`src/hdl/lsps_pkg.sv`:
```
// ----------------------------------------------------------------------------
// Line sensor PID steering package
// Widths, register map, reset values, config bundle and the pattern table.
// ----------------------------------------------------------------------------
`default_nettype none

package lsps_pkg;

  localparam int CHANNELS = 8;

  localparam int SENS_W  = 8;
  localparam int GAIN_W  = 16;
  localparam int ERR_W   = 6;
  localparam int DIFF_W  = ERR_W + 1;
  localparam int PROD_W  = 22;
  localparam int DPROD_W = 23;
  localparam int INTEG_W = 18;
  localparam int SUM_W   = 24;
  localparam int DRIVE_W = 22;
  localparam int ADDR_W  = 5;
  localparam int DATA_W  = 32;

  localparam logic [2:0] REG_THRESHOLD = 3'd0;
  localparam logic [2:0] REG_GAIN_P    = 3'd1;
  localparam logic [2:0] REG_GAIN_I    = 3'd2;
  localparam logic [2:0] REG_GAIN_D    = 3'd3;
  localparam logic [2:0] REG_LIMIT     = 3'd4;

  localparam logic [SENS_W-1:0] RST_THRESHOLD = 8'd126;
  localparam logic [GAIN_W-1:0] RST_GAIN_P    = 16'd8832;
  localparam logic [GAIN_W-1:0] RST_GAIN_I    = 16'd77;
  localparam logic [GAIN_W-1:0] RST_GAIN_D    = 16'd14080;
  localparam logic [GAIN_W-1:0] RST_LIMIT     = 16'd25600;

  typedef struct packed {
    logic [SENS_W-1:0] threshold;
    logic [GAIN_W-1:0] gain_p;
    logic [GAIN_W-1:0] gain_i;
    logic [GAIN_W-1:0] gain_d;
    logic [GAIN_W-1:0] integral_limit;
  } cfg_t;

  typedef struct packed {
    logic                       valid;
    logic [CHANNELS-1:0]        pattern;
    logic signed [ERR_W-1:0]    error;
  } stage_t;

  // pattern to position error, half units; unlisted patterns map to zero
  function automatic logic signed [ERR_W-1:0] lookup_error(input logic [CHANNELS-1:0] pat);
    logic signed [ERR_W-1:0] e;
    case (pat)
      8'd127:  e = -6'sd12;
      8'd15:   e = -6'sd20;
      8'd7:    e = -6'sd20;
      8'd143:  e = -6'sd10;
      8'd63:   e = -6'sd16;
      8'd31:   e = -6'sd14;
      8'd159:  e = -6'sd4;
      8'd191:  e = -6'sd3;
      8'd207:  e = -6'sd2;
      8'd223:  e = -6'sd2;
      8'd240:  e = 6'sd20;
      8'd224:  e = 6'sd20;
      8'd248:  e = 6'sd14;
      8'd252:  e = 6'sd16;
      8'd254:  e = 6'sd12;
      8'd241:  e = 6'sd10;
      8'd249:  e = 6'sd4;
      8'd253:  e = 6'sd3;
      8'd243:  e = 6'sd2;
      8'd251:  e = 6'sd2;
      8'd239:  e = -6'sd1;
      8'd247:  e = 6'sd1;
      8'd231:  e = 6'sd0;
      default: e = 6'sd0;
    endcase
    return e;
  endfunction

endpackage

`default_nettype wire

```
`src/hdl/lsps_merge.sv`:
```
// ----------------------------------------------------------------------------
// Lane merge stage
// Registers the lane bits as the line pattern and looks up the position error.
// ----------------------------------------------------------------------------
`default_nettype none

module lsps_merge
  import lsps_pkg::*;
(
  input  wire logic                clk,
  input  wire logic                rst_n,
  input  wire logic                up_valid,
  output logic                     up_ready,
  input  wire logic [CHANNELS-1:0] lane_bits,
  output stage_t                   dn,
  input  wire logic                dn_ready
);

  logic                valid_r;
  logic [CHANNELS-1:0] pattern_r;

  assign up_ready = !valid_r || dn_ready;

  always_ff @(posedge clk) begin
    if (!rst_n) begin
      valid_r <= 1'b0;
    end else if (up_ready) begin
      valid_r <= up_valid;
    end
  end

  always_ff @(posedge clk) begin
    if (up_ready && up_valid) begin
      pattern_r <= lane_bits;
    end
  end

  assign dn.valid   = valid_r;
  assign dn.pattern = pattern_r;
  assign dn.error   = lookup_error(pattern_r);

endmodule

`default_nettype wire

```
`config.mk`:
```
export PLATFORM = sky130hd
export DESIGN_NAME = lsps_merge
export DESIGN_NICKNAME = d
export VERILOG_FILES = /design/src/hdl/lsps_pkg.sv /design/src/hdl/lsps_merge.sv
export SDC_FILE = /design/constraint.sdc
export NUM_CORES = 1
export LEC_CHECK = 0
export BUFFER_PORTS_ARGS = -buffer_cell sky130_fd_sc_hd__buf_2
export CORE_MARGIN = 2
export CORE_UTILIZATION = 25
export CTS_CLUSTER_SIZE = 14
export DETAILED_ROUTE_END_ITERATION = 10
export PLACE_DENSITY = 0.55
export SKIP_LAST_GASP = 1
export SLEW_MARGIN = 20
export SYNTH_ARGS = -nofsm -noshare
export SYNTH_HDL_FRONTEND = slang
export SYNTH_SLANG_ARGS = --single-unit
```
`constraint.sdc`:
```
create_clock -name clk -period 3.1 [get_ports clk]
set_input_delay 0.62 -clock clk [delete_from_list [all_inputs] [get_ports clk]]
set_output_delay 0.62 -clock clk [all_outputs]
set_load 0.02 [all_outputs]
```
==> qor.log <==
[yosys] Post-Synthesis Cells 74
[layout] Final #Nets 108
[global_routing] first-pass GRT wire length 2.62 mm
[worst_setup_path] slowest cell on the critical path or4_4
[yosys] average instance area after synthesis 9.23 sq um
[route] number of detailed-route iterations in the first pass 4
[yosys] cell types occupying the most area after synthesis edfxtp_1, buf_2, nand3_1, xnor2_1, nor4_1
[global_routing] initial antenna violation count 0
[status] result of the run finished clean
[clock_network] clock latency on the worst-skew pair 260 ps
[worst_setup_path] delay of the slowest cell on the worst path 590 ps
[clock_network] post-CTS sizing 0
[yosys] distinct cell type count after synthesis 33
[yosys] Synth Warn # 0
[floorplan] Core Rows 18
[yosys] share of synthesized area occupied by flip-flops and latches 38.1%
[placement] Post-Place Cells 121
[yosys] number of synthesized register bits 9
[worst_setup_path] Max FO, Critical Path 13
[layout] synth-to-layout area growth 19.6%
[clock_network] number of buffers added for setup after CTS 0
[worst_setup_path] Crit Path Class register to output pin
[floorplan] I/O pins 28
[route] WL final 1.55 mm
[route] ratio of routed vias to standard cells 5.03
[sta] accumulated negative setup slack 0 ps
[worst_setup_path] reg2reg start valid_r
[worst_setup_path] family with the most delay on the worst path simple AND/OR/NAND/NOR gates
[worst_setup_path] endpoint arrival time on the critical path 1890 ps
[yosys] area of the mapped netlist 683 sq um
[floorplan] die outline width 56.3 microns
[worst_setup_path] endpoint type of the worst setup path output pin
[worst_setup_path] Worst Path Buf+Inv 1
[worst_setup_path] capture point of the worst path dn[2]
[floorplan] vertical extent of the die 56.3 microns
[layout] fraction of the core area covered by cells at the end of the flow 32.4%
[sta] setup repair after global routing missed its margin no
[sta] final setup violation count 0
[power] static leakage 0.322 nW
[sta] final critical delay including setup and external delays 2510 ps
[global_routing] global router's overall resource usage 10.2%
[placement] routability-driven placement congestion ratio 0.835
[route] via total after detailed routing 629
[worst_setup_path] CP Cell Sequence or4_4, nor2_2, o21ai_1, o211ai_1, buf_2
[sta] number of max-slew violations in the final report 0
[sta] period utilisation layout 80.9%
[clock_network] TritonCTS Buffers 3
[floorplan] Std-Cell Core Area 2520 sq um
[sta] setup skew after layout 4.06 ps
[worst_setup_path] depth of the most critical reg-to-reg path 2
[worst_setup_path] Reg-to-Reg End pattern_r[3]
[worst_setup_path] critical path launch point pattern_r[1]
[sta] final hold violation count 0
[worst_setup_path] Setup crit start kind register
[global_routing] number of global-route vias before repair 581
[min_path] worst hold path type register to register
[sta] worst-case headroom to the max-slew limit 63.6%
[clock_network] clk buf depth 2
[layout] ratio of cells with drive above 1 in the final layout 34.7%
[worst_setup_path] number of logic stages on the critical path including buffering 5
[power] share of total power in sequential cells 53.2%
[power] portion of total power attributed to combinational logic 17.6%
[yosys] Yosys top cell area share 35.2%
[clock_network] H-Tree Depth 1
[clock_network] CTS tree built
[worst_setup_path] minimum setup slack among reg-to-reg paths 2030 ps
[flow_run] total of max-cap violations 0
[placement] HPWL after detailed placement 1.15 mm
[clock_network] Post-CTS Hold Fix Bufs 0
[global_routing] maximum number of pins on one net before global-route repair 18
[route] starting DRC count in detailed routing 15
[yosys] Post-synth EDFFs 8
[power] Switching Share 29.1%
[power] total power after layout 0.304 mW
[route] Remaining DRCs 0
[yosys] total nets after synthesis 86
[worst_setup_path] Req. time, crit path 2480 ps
[sta] FMAX 399 MHz
[power] Clock Power Share 29.2%
[layout] non-filler cells, final 125
[floorplan] area enclosed by the die boundary 3170 sq um
[power] Pint 0.215 mW
[placement] input/output buffers 27
[route] routed wire length per instance 12.4 microns
[sta] measured slew at the worst slew-check pin 546 ps
[clock_network] CTS Sinks 9
[clock_network] clock slew seen by the registers of the worst setup and hold paths 60 ps
[clock_network] cell at the root of the clock tree clkbuf_4
[power] IR drop worst, VDD 0.000209 V
[route] residual antenna-violating net count after detailed routing 0
[power] power density cells 372 nW/um^2
[floorplan] initial core utilization 27.1%
[yosys] ys flop type edfxtp_1
[power] switching power total 0.0884 mW
[yosys] fraction of registers with async set/reset 0%
[layout] total inserted antenna cells 0
[yosys] largest area contributor in the synthesized netlist edfxtp_1
[global_routing] GRT Residual Overflow 0
[logic make-up (layout without fill, tap and decap cells)]
| group | Yosys count | count (layout) | synth area share, % |
|---|---|---|---|
| buffers and inverters | 11 | 32 | 10.1 |
| flip-flops | 9 | 9 | 38.1 |
| multiplexers | 2 | 2 | 3.11 |
| AND/OR/NAND/NOR | 32 | 32 | 27.1 |
| XOR/XNOR | 4 | 4 | 5.13 |
| AO/OA/AOI/OAI | 16 | 16 | 16.5 |
[power by group through the flow]
stage,combinational [mW],sequential (mW),clock [mW]
after floorplan,0.0473,0.155,0
after global placement,0.0535,0.163,0
after detailed placement,0.0538,0.164,0
after CTS,0.0540,0.161,0.0933
after global routing,0.0592,0.164,0.0981
final,0.0535,0.162,0.0885
[routing by layer]
| layer | up-vias | part of all wire (%) | GRT usage [%] |
|---|---|---|---|
| met4 | 0 | 0 | 4.08 |
| met1 | 280 | 52 | 14.9 |
| met5 | - | 0 | 0 |
| met3 | 0 | 6.4 | 1.61 |
| met2 | 28 | 42 | 14.8 |
| li1 | 321 | - | - |
[per-stage QoR]
| stage | instance area, sq um | setup slack, ps | hold slack [ps] |
|---|---|---|---|
| after global placement | 791 | 889 | 508 |
| after floorplan | 683 | 733 | 653 |
| after detailed placement | 791 | 872 | 524 |
| after CTS | 817 | 587 | 521 |
| after global routing | 817 | 434 | 522 |
| final | 817 | 593 | 525 |
[cell usage after synthesis, drive strengths merged, types with 2 or more instances]
| master | number |
|---|---|
| nand4 | 3 |
| nand2 | 6 |
| o21ai | 2 |
| o311ai | 2 |
| nor2 | 3 |
| o211ai | 3 |
| nand4b | 2 |
| nand2b | 3 |
| nand3 | 6 |
| a21boi | 2 |
| a21oi | 3 |
| xnor2 | 3 |
| buf | 10 |
| edfxtp | 8 |
| nor4 | 4 |
[worst register-to-register path: cells and delay by family, from the launching register on]
kind,cells,cell delay [ps]
and+or+nand+nor,2,430
DFF,1,310
[how the worst min path moves through the flow]
stage / start / endpoint / slack (ps) / cells past startpoint
2_1_floorplan: valid_r / valid_r / 650 / 2
3_3_place_gp: valid_r / valid_r / 510 / 2
3_5_place_dp: valid_r / valid_r / 520 / 2
4_1_cts: lane_bits[6] / pattern_r[6] / 520 / 1
5_1_grt: lane_bits[5] / pattern_r[5] / 520 / 1
6_report: valid_r / valid_r / 530 / 2
[flip-flops by register name, indices dropped and copies added, names as in the netlist]
| name | cells |
|---|---|
| pattern_r | 8 |
| valid_r | 1 |
[cell type report]
class / count / area, sq um
Sequential cell: 9 / 260
Multi-Input combinational cell: 54 / 354
Tap cell: 30 / 37.5
Clock buffer: 4 / 26.3
Inverter: 1 / 3.75
Timing Repair Buffer: 27 / 135
Fill cell: 281 / 1710
[cell usage in the layout, fill, tap and decap left out, types with 2 or more instances in the layout]
cell type  count
a21boi_0       2
clkbuf_4       3
nand3_1        6
nand2_1        6
nor2_1         2
o211ai_1       3
a21oi_1        3
buf_2         27
o21ai_1        2
nand2b_1       3
xnor2_1        3
nand4b_1       2
nand4_1        3
edfxtp_1       8
nor4_1         4
No activity file was read; power rests on OpenSTA's default activity.
