**src/hdl/lsps_pkg.sv**
```systemverilog
// ----------------------------------------------------------------------------
// Line sensor PID steering package
// Widths, register map, reset values, config bundle and the pattern table.
// ----------------------------------------------------------------------------
`default_nettype none

package lsps_pkg;

  localparam int CHANNELS = 8;

  localparam int SENS_W  = 8;
  localparam int GAIN_W  = 16;
  localparam int ERR_W   = 6;
  localparam int DIFF_W  = ERR_W + 1;
  localparam int PROD_W  = 22;
  localparam int DPROD_W = 23;
  localparam int INTEG_W = 18;
  localparam int SUM_W   = 24;
  localparam int DRIVE_W = 22;
  localparam int ADDR_W  = 5;
  localparam int DATA_W  = 32;

  localparam logic [2:0] REG_THRESHOLD = 3'd0;
  localparam logic [2:0] REG_GAIN_P    = 3'd1;
  localparam logic [2:0] REG_GAIN_I    = 3'd2;
  localparam logic [2:0] REG_GAIN_D    = 3'd3;
  localparam logic [2:0] REG_LIMIT     = 3'd4;

  localparam logic [SENS_W-1:0] RST_THRESHOLD = 8'd126;
  localparam logic [GAIN_W-1:0] RST_GAIN_P    = 16'd8832;
  localparam logic [GAIN_W-1:0] RST_GAIN_I    = 16'd77;
  localparam logic [GAIN_W-1:0] RST_GAIN_D    = 16'd14080;
  localparam logic [GAIN_W-1:0] RST_LIMIT     = 16'd25600;

  typedef struct packed {
    logic [SENS_W-1:0] threshold;
    logic [GAIN_W-1:0] gain_p;
    logic [GAIN_W-1:0] gain_i;
    logic [GAIN_W-1:0] gain_d;
    logic [GAIN_W-1:0] integral_limit;
  } cfg_t;

  typedef struct packed {
    logic                       valid;
    logic [CHANNELS-1:0]        pattern;
    logic signed [ERR_W-1:0]    error;
  } stage_t;

  // pattern to position error, half units; unlisted patterns map to zero
  function automatic logic signed [ERR_W-1:0] lookup_error(input logic [CHANNELS-1:0] pat);
    logic signed [ERR_W-1:0] e;
    case (pat)
      8'd127:  e = -6'sd12;
      8'd15:   e = -6'sd20;
      8'd7:    e = -6'sd20;
      8'd143:  e = -6'sd10;
      8'd63:   e = -6'sd16;
      8'd31:   e = -6'sd14;
      8'd159:  e = -6'sd4;
      8'd191:  e = -6'sd3;
      8'd207:  e = -6'sd2;
      8'd223:  e = -6'sd2;
      8'd240:  e = 6'sd20;
      8'd224:  e = 6'sd20;
      8'd248:  e = 6'sd14;
      8'd252:  e = 6'sd16;
      8'd254:  e = 6'sd12;
      8'd241:  e = 6'sd10;
      8'd249:  e = 6'sd4;
      8'd253:  e = 6'sd3;
      8'd243:  e = 6'sd2;
      8'd251:  e = 6'sd2;
      8'd239:  e = -6'sd1;
      8'd247:  e = 6'sd1;
      8'd231:  e = 6'sd0;
      default: e = 6'sd0;
    endcase
    return e;
  endfunction

endpackage

`default_nettype wire

```
**src/hdl/lsps_lane.sv**
```systemverilog
// ----------------------------------------------------------------------------
// Sensor lane
// Thresholds one channel byte into one line pattern bit.
// ----------------------------------------------------------------------------
`default_nettype none

module lsps_lane
  import lsps_pkg::*;
(
  input  wire logic [SENS_W-1:0] sensor,
  input  wire logic [SENS_W-1:0] threshold,
  input  wire logic              sample_valid,
  output logic                   hit
);

  assign hit = sample_valid && (sensor > threshold);

endmodule

`default_nettype wire

```
**config.mk**
```make
export PLATFORM = sky130hd
export DESIGN_NAME = lsps_lane
export DESIGN_NICKNAME = d
export VERILOG_FILES = /design/src/hdl/lsps_pkg.sv /design/src/hdl/lsps_lane.sv
export SDC_FILE = /design/constraint.sdc
export NUM_CORES = 1
export LEC_CHECK = 0
export BUFFER_PORTS_ARGS = -buffer_cell sky130_fd_sc_hd__buf_2
export CORE_AREA = 4 4 41 43
export DETAILED_ROUTE_END_ITERATION = 10
export DIE_AREA = 0 0 45 47
export SYNTH_ARGS = -nofsm -noshare
export SYNTH_HDL_FRONTEND = slang
export SYNTH_SLANG_ARGS = --single-unit
```
**constraint.sdc**
```tcl
create_clock -name vclk -period 1.33
set_input_delay 0.3325 -clock vclk [all_inputs]
set_output_delay 0.3325 -clock vclk [all_outputs]
set_load 0.03 [all_outputs]
```
==> run summary, run 1 <==
Setup repair after global routing could not meet its margin everywhere. The half-perimeter wire length after detailed placement came out at 498.4 um. On the critical path, the stage with the largest delay is an instance of sky130_fd_sc_hd__ha_4. The worst hold path cell count was 4.

Power spread over the standard cell area amounts to 291.0 nW/um^2. The count of endpoints failing setup in the final report came out at 1. The checks that failed: setup timing. At the pin with the least slew margin, the transition time is 317.7 ps.

The total of hold buffers inserted after clock tree synthesis is 0, and the peak supply drop is 0.06842 mV. The final net count came out at 72. The number of I/O pins is 18. Input and output buffers added on the ports amount to 18. The chip width is 45 um. The overall die height is 47 um, and the data arrival time of the critical path is 1400 ps. Derived from the worst setup path, the maximum achievable clock frequency is 0.5770 GHz.

The tools report the placed instance area as 346.6 um^2. Area of all placed cells without fillers: 376.6 um^2. First-pass iteration count of the detailed router: 1. The logs give 0 for the final count of hold timing violations and 779 um for the first-pass GRT wire length.

The storage element area is 0 um^2, and the final antenna diode count is 0. Traced cell by cell, the critical path runs through buf_8, inv_12, ha_4, nor2b_4, o211ai_1, a21o_1, a31oi_4, buf_6. For this design the total switching power over the nets is 48.11 uW. For the net count of the mapped netlist, the log shows 52.

The startpoint identified for the worst hold timing path is sample_valid. The tools report the number of remaining DRC errors as 0. The synthesized area divided by synthesized cell count is 7.322 um^2, and the wire length reported by the detailed router is 502 um. Cell type with the largest total area after synthesis: sky130_fd_sc_hd__ha_1.

Sorting the synthesized cells by area gives the leading types as sky130_fd_sc_hd__ha_1, sky130_fd_sc_hd__inv_1, sky130_fd_sc_hd__a21o_1. The largest single stage delay on the critical path is 250 ps. After layout, the minimum clock period comes to 1733 ps. In this run the worst path has a maximum fanout of 2. The core region is 1301 um^2.

Fill cells in the final layout number 154. Global routing used 4.563% of the available tracks. In the routed layout, each cell is associated on average with a via count of 4.100. In the finished design, the share of the clock period the worst path needs comes to 130.3%.

The share of total power dissipated in combinational logic is 100.0%. Of the post-synthesis cell area, the dominant cell type holds 50.63%. The number of warnings issued by yosys is 0. The power after layout is 109.6 uW, and the power share of the clock group is 0%. Row generation in the floorplan step produced 13 rows.

Routability-driven placement finished with a final weighted congestion of 0.6722. Internal power: 61.49 uW. Sequential cells placed in the final layout were counted as 0. The logs give 0 for the final antenna-violating net count and 15.19% for the initial standard-cell utilization of the core. For the pin count of the biggest net entering global routing, the log shows 4.

After synthesis, the most frequently instantiated cells are sky130_fd_sc_hd__ha_1, sky130_fd_sc_hd__inv_1, sky130_fd_sc_hd__a21o_1, sky130_fd_sc_hd__a21oi_1, sky130_fd_sc_hd__nand4_1. For the global route total overflow, the log shows 0. In this run, flip-flops and latches consume 0% of the power. Of the synthesized area, sequential elements account for 0%. The run gives 246 as the via count of the routed design. The tightest min-delay check is of the in2out type. The worst path setup slack after routing was -403.0 ps; the share of cells above drive strength 1 was 48.89%. After layout, the clock buffer instance count stands at 0.

The tools report the end of the worst hold path as hit. For the initial antenna violation count, the log shows 0. Summed over all cells, the static leakage comes to 0.0002126 uW. The startpoint-to-endpoint class of the critical path was in2out.

The cell count after synthesis came out at 27. The tools report the type of destination of the critical path as a primary output. The number of max-slew violations in the final report is 0.

Data on the critical path is required at its endpoint by 1000 ps. Net switching is 43.89% of the power. The detailed router finished its first iteration with 0 violations.

The worst setup path is launched from a primary input. Dividing the detail-routed wire length by the instance count gives 8.367 um. The count of distinct cell types in the synthesized netlist is 10, and the die footprint is 2115 um^2. The flow ran to the end, but the final reports show violations. From synthesis to final layout, the design area changed by 90.51%. For the number of global-route vias before repair, the log shows 215. The tools report the post-CTS setup repair buffer count as 0. In this run the tightest slew margin relative to its limit is 78.60%. The max-capacitance violation count was 0; the synthesized area was 197.7 um^2.
metal layers:
layer  vias to the layer above  GRT usage [%]  share of wire (%)
met5                         -              0                  0
met4                         0              0                  0
met3                         0              0                 12
met2                        12          9.322                 49
met1                       103          5.618                 39
li1                        131              -                  -
power groups by stage:
stage / logic (uW) / clock network [uW] / registers, uW
global route: 124 / 0 / 0
global placement: 96.0 / 0 / 0
finish: 110 / 0 / 0
detailed placement: 98.1 / 0 / 0
floorplan: 57.4 / 0 / 0
CTS: 107 / 0 / 0
worst max-delay path by stage:
stage	cells past startpoint	endpoint	from
global placement	8	hit	threshold[1]
global route	8	hit	threshold[1]
detailed placement	8	hit	threshold[1]
finish	8	hit	threshold[1]
CTS	8	hit	threshold[1]
floorplan	6	hit	threshold[1]
cell usage in the layout (no fill, tap or decap):
cell / synthesis / layout
sky130_fd_sc_hd__a31oi_4: 0 / 1
sky130_fd_sc_hd__buf_2: 0 / 15
sky130_fd_sc_hd__a21o_1: 2 / 2
sky130_fd_sc_hd__o211ai_1: 1 / 1
sky130_fd_sc_hd__nand4_1: 2 / 2
sky130_fd_sc_hd__a21oi_1: 2 / 2
sky130_fd_sc_hd__ha_4: 0 / 1
sky130_fd_sc_hd__ha_1: 8 / 7
sky130_fd_sc_hd__inv_12: 0 / 1
sky130_fd_sc_hd__nand3_1: 1 / 1
sky130_fd_sc_hd__inv_1: 8 / 7
sky130_fd_sc_hd__buf_8: 0 / 1
sky130_fd_sc_hd__nor2b_4: 0 / 1
sky130_fd_sc_hd__buf_6: 0 / 2
sky130_fd_sc_hd__o21ai_0: 1 / 1
area by class of cell:
cell class	count	area [um^2]	area share [%]
multi-input combinational	19	202.7	53.82
inverter	8	42.54	11.30
timing repair buffer	18	112.6	29.90
tap	15	18.77	4.983
stage by stage:
step	hold slack [ps]	setup WS, ps	util, %	TNS (ps)	instances
after floorplan	862.7	-242.6	-	-242.6	27
after global placement	1098	-545.2	26.63	-545.2	60
after detailed placement	1107	-543.4	26.63	-543.4	60
after CTS	1075	-401.5	28.37	-401.5	60
after global routing	1080	-446.1	28.94	-446.1	60
final	1066	-403.0	28.94	-403.0	60
repair_timing:
| action | in CTS | in global routing |
|---|---|---|
| pin swaps | 1 | 1 |
| endpoints found under the setup margin | 1 | 1 |
| resized for setup | 6 | 1 |
logic make-up (layout without fill, tap and decap cells):
group / count (synthesis) / after routing / share of synthesized area [%]
fa+ha+maj: 8 / 8 / 50.63
simple gates: 4 / 4 / 12.02
compound gates: 7 / 7 / 22.15
buf+inv: 8 / 26 / 15.19
worst max-delay path, delay by kind of cell:
kind | cells | cell delay, ps
AOI/OAI and AO/OA | 3 | 430
and+or+nand+nor | 1 | 120
buffers and inverters | 3 | 270
adders and majority gates | 1 | 250
Note: power is estimated with default switching activity, not from simulation.
==> inputs of run 2 (changes only) <==
Settings changed: ABC_AREA set to 0, CELL_PAD_IN_SITES_DETAIL_PLACEMENT set to 1, CELL_PAD_IN_SITES_GLOBAL_PLACEMENT set to 2, PLACE_DENSITY_LB_ADDON set to 0.1.
==> run summary, run 2 (synthesis results as in run 1) <==
The total area inside the core boundary comes to 1301 um^2. After the first detailed-routing iteration, the DRC count stood at 0. The HPWL after detailed placement is 621.9 um. The run finished, with violations left. In the final layout, the share of cells above drive strength 1 is 51.11%.

The initial antenna violation count came out at 0. The largest fanout on the critical path was 2. The number of global-route vias before repair is 281, and the first-pass GRT wire length is 1035 um.

The floorplan step defined a die boundary enclosing 2115 um^2. The startpoint type of the worst setup path is a primary input. The routed design could run at a clock period as short as 1727 ps.

The worst setup path is captured at a primary output. The most common cell after layout, fill and taps aside was sky130_fd_sc_hd__buf_2. In the final routed layout, each cell accounts on average for 10.52 um. The analysis attributes to cell leakage a power of 0.0002124 uW.

Pin count of the biggest net entering global routing: 4. After detailed routing, the number of vias per cell comes to 4.117. The worst path uses 129.9% of the clock period. The tools report the data arrival time of the critical path as 1390 ps. The peak supply drop is 0.08507 mV.

Number of clock buffers in the layout: 0. Input and output buffers added on the ports amount to 18. From left edge to right edge, the die measures 45 um. Based on the critical path, the design can be clocked at up to 0.5789 GHz. In this run, post-CTS hold repair placed 0 buffers.

Critical path capture point: hit. The routed layout has 247 vias. The storage element area was 0 um^2; the number of I/O pins was 18. Hold is met by 1075 ps.

The count of endpoints failing setup in the final report is 1. The worst-case headroom to the max-slew limit came out at 84.24%. The worst hold path belongs to the class in2out.

The initial utilization of the core area, before any placement, comes to 15.19%. Routability-driven placement finished with a final weighted congestion of 0.7182. In the final design database the tool counted 72 nets. Across every metal layer, demand over resource in global routing totals 6.452%. The setup path with the least slack is of type in2out. Setup repair after global routing could not meet its margin everywhere. The worst path setup slack after routing came out at -397.4 ps.

In this run the power density over the cells is 299.8 nW/um^2. For this run, the share of the core covered by cells in the final layout is 29.90%. The run gives 0 as the sequential cell count of the final layout.

After floorplanning, the core was divided into 13 placement rows. The number of max-slew violations in the final report was 0; the overall die height was 47 um. The count of nets left with antenna violations once routing finished came out at 0. Compared with the post-synthesis result, the final layout area differs by 96.83%. Across the run, the number of max-cap violations was 0.

The final antenna diode count came out at 0. The number of remaining DRC errors was 0; the wire length reported by the detailed router was 631 um. The first-pass iteration count of the detailed router is 1. The startpoint of the worst setup timing path was threshold[1].

For the critical path data required time, the log shows 1000 ps. After filler insertion, the fill cell instance count of the layout stands at 174. Summed over all layers, the global routing overflow is 0. At the pin with the least slew margin, the transition time is 234.9 ps. Once the clock tree was built, the setup fixing pass inserted 0 buffers. In the layout the commonest cells are sky130_fd_sc_hd__buf_2, sky130_fd_sc_hd__inv_1, sky130_fd_sc_hd__ha_1. For the final count of hold timing violations, the log shows 0. The final reports fail on setup timing.
## run 2: critical path: stages
cell	delay [ps]
sky130_fd_sc_hd__buf_8	90
sky130_fd_sc_hd__inv_12	30
sky130_fd_sc_hd__ha_4	240
sky130_fd_sc_hd__nor2b_4	120
sky130_fd_sc_hd__o211ai_1	90
sky130_fd_sc_hd__a21o_1	200
sky130_fd_sc_hd__a31oi_4	140
sky130_fd_sc_hd__buf_6	150
## run 2: per-layer routing
metal	wire length (um)	up-vias	share of wire, %	GRT usage (%)
li1	-	131	-	-
met1	240	103	38	6.742
met2	318	13	50	13.84
met3	73	0	12	1.149
met4	0	0	0	0
met5	0	-	0	0
## run 2: final cells by class
class	instances	area (um^2)	share of cell area, %
multi-input cells	19	215.2	55.31
repair buffers	18	112.6	28.94
inverters	8	42.54	10.93
well taps	15	18.77	4.823
## run 2: through the flow
stage                     instance area (um^2)  std cells  setup WS, ps  TNS [ps]  total power (uW)
after floorplan                          237.7         27        -242.6    -242.6             57.41
after global placement                   346.6         60        -543.4    -543.4             95.76
after detailed placement                 346.6         60        -569.8    -569.8             101.8
after CTS                                376.6         60        -408.9    -408.9             116.6
after global routing                     389.1         60        -469.6    -469.6             134.3
final                                    389.1         60        -397.4    -397.4             116.7
## run 2: how the worst min path moves through the flow
stage / start / to / cells past startpoint
after floorplan: sample_valid / hit / 2
after global placement: sample_valid / hit / 4
after detailed placement: sample_valid / hit / 4
after CTS: sample_valid / hit / 4
after global routing: sample_valid / hit / 4
final: sample_valid / hit / 4
## run 2: what timing repair did
item                       CTS  global route
resized for setup            8             1
pin swaps                    1             1
setup endpoints to repair    1             1
## run 2: report_power, final
group / switching, uW / total (uW) / internal, uW
Sequential: 0 / 0 / 0
Clock: 0 / 0 / 0
Combinational: 51.9 / 117 / 64.7
==> inputs of run 3 (changes only) <==
Settings changed: ABC_CLOCK_PERIOD_IN_PS set to 1330, CORE_AREA 4 4 41 43 to 2 2 39 41, DIE_AREA 0 0 45 47 to 0 0 41 43.
==> run summary, run 3 (synthesis results as in run 1) <==
Net switching is 43.84% of the power. The final antenna-violating net count was 0; the critical path data required time was 1000 ps. The sequential cell count of the final layout was 0. 0 antenna diodes ended up in the layout.

Along the worst path, the maximum fanout reaches 2. The internal power was 65.72 uW; the number of max-slew violations in the final report was 0. The tools report the fraction of the core area covered by cells at the end of the flow as 27.85%. The run finished, with violations left. STA puts the critical path data arrival time at 1380 ps. The average via count per standard cell works out to 4.177. For the global-route usage over all layers, the log shows 7.992%. For this design the top-level I/O count stands at 18. The type of the worst min-delay path was in2out. Counting instances, the worst hold path has a depth of 4. The count of cells in the finished layout, fillers not included, comes to 62.

Of the total power, registers draw 0%. Setup repair after global routing could not meet its margin everywhere. The run gives 259 as the via count of the routed design. The placer's final routability congestion estimate is 0.5817. The first-pass iteration count of the detailed router was 1; the global route total overflow was 0.

The number of placed cells counting well taps was 62. At the pin with the least slew margin, the transition time is 244.5 ps. The initial standard-cell utilization of the core was 14.29%. Before CTS, the worst setup slack after placement is -565.5 ps. For the peak supply drop, the log shows 0.06118 mV.

The tools report the startpoint type of the worst setup path as a primary input. The half-perimeter wire length after detailed placement was 586.2 um. The storage element area came out at 0 um^2. The run gives 1763 um^2 as the die footprint. The signed area change from the synthesized netlist to the final layout works out to 94.94%.

The tools report the power after layout as 117.0 uW. The tools report the type of destination of the critical path as a primary output. The pin count of the biggest net entering global routing is 4, and the violation count after the first detailed-route iteration is 0. The multi-input logic area came out at 202.7 um^2. The tool flagged a number of max-cap violations equal to 0. The number of placement rows is 14. In the final layout, the share of cells above drive strength 1 is 50.00%. The checks that failed: setup timing.

In the layout the commonest cells are sky130_fd_sc_hd__buf_2, sky130_fd_sc_hd__inv_1, sky130_fd_sc_hd__ha_1. The run gives 0 as the number of clock buffers in the layout. The worst hold path terminates at hit. The logs give 184 for the number of inserted filler cells in the final layout and 1 for the count of endpoints failing setup in the final report. The final count of hold timing violations is 0, and the summed negative setup slack over all endpoints is -387.1 ps. The wire length reported by the detailed router is 590 um, and the clock period minus final worst setup slack is 1717 ps.

The clock network is responsible for 0% of the overall power. For the number of global-route vias before repair, the log shows 267. The startpoint-to-endpoint class of the critical path is in2out.

The leakage dissipation is 0.0002172 uW. The analysis attributes to net switching a power of 51.31 uW. For this run, design rule violations remaining after detail routing come to 0. The die is 41 um wide.

The detail-routed net length per standard cell works out to 9.516 um. The first global-routing pass estimated 1041 um of wire. Leaving out fill and tap cells, the most frequent cell in the layout is sky130_fd_sc_hd__buf_2. From bottom edge to top edge, the die measures 43 um.

The logs give 83.70% for the worst-case headroom to the max-slew limit and -387.1 ps for the worst path setup slack after routing. The initial antenna violation count was 0. The beginning of the worst hold path is sample_valid.

For this design the ratio of total power to cell area is 303.7 nW/um^2. Combinational logic is responsible for 100.0% of the overall power. The final net count is 73. In this run the standard cell core region covers 1384 um^2. Buffers placed on the I/O ports in this run total 18. Based on the critical path, the design can be clocked at up to 0.5824 GHz. After clock tree synthesis, the setup repair step added 0 buffers. The final clock period utilization by the worst path came out at 129.1%.
==> run 3: changes by cell type in the layout (fill, tap and decap cells not counted) <==
cell / before / now
sky130_fd_sc_hd__ha_1: 6 / 7
sky130_fd_sc_hd__buf_4: 0 / 1
sky130_fd_sc_hd__ha_4: 2 / 1
==> run 3: power groups by stage <==
stage / Sequential, uW / Combinational [uW] / Clock (uW)
3_5_place_dp: 0 / 106 / 0
5_1_grt: 0 / 133 / 0
4_1_cts: 0 / 120 / 0
2_1_floorplan: 0 / 57.4 / 0
6_report: 0 / 117 / 0
3_3_place_gp: 0 / 100 / 0
==> run 3: worst max path at each step <==
stage | from | slack [ps] | to
finish | threshold[1] | -390 | hit
floorplan | threshold[1] | -240 | hit
detailed placement | threshold[1] | -570 | hit
CTS | threshold[1] | -400 | hit
global placement | threshold[1] | -540 | hit
global route | threshold[1] | -440 | hit
==> run 3: stage by stage <==
| step | hold slack, ps | instance area (um^2) |
|---|---|---|
| 6_report | 1065 | 385.4 |
| 5_1_grt | 1075 | 385.4 |
| 4_1_cts | 1075 | 385.4 |
| 3_5_place_dp | 1108 | 355.3 |
| 3_3_place_gp | 1109 | 355.3 |
| 2_1_floorplan | 862.7 | 237.7 |
==> run 3: area by class of cell <==
type                            instances  area share (%)
Inverter                                8           11.04
Multi-Input combinational cell         19           52.60
Tap cell                               16           5.195
Timing Repair Buffer                   19           31.17
==> run 3: what timing repair did <==
| action | CTS | global route |
|---|---|---|
| gates resized for setup | 7 | 1 |
| pin swaps | 1 | 0 |
| hold buffers | 0 | 0 |
| endpoints found under the setup margin | 1 | 1 |
| cloned | 0 | 0 |
| hold endpoints to repair | 0 | 0 |
==> run 3: worst max-delay path, cell delays in order <==
cell and delay [ps]:
sky130_fd_sc_hd__buf_8 90, sky130_fd_sc_hd__inv_12 30, sky130_fd_sc_hd__ha_4 250, sky130_fd_sc_hd__nor2b_4 120, sky130_fd_sc_hd__o211ai_1 90, sky130_fd_sc_hd__a21o_1 190, sky130_fd_sc_hd__a31oi_4 130, sky130_fd_sc_hd__buf_6 150
==> run 3: routing by layer <==
metal | global-route usage [%] | vias up | share of wire [%]
met2 | 15.63 | 8 | 58
met4 | 0 | 0 | 0
met1 | 9.494 | 118 | 35
met3 | 0 | 0 | 6.9
li1 | - | 133 | -
met5 | 0 | - | 0
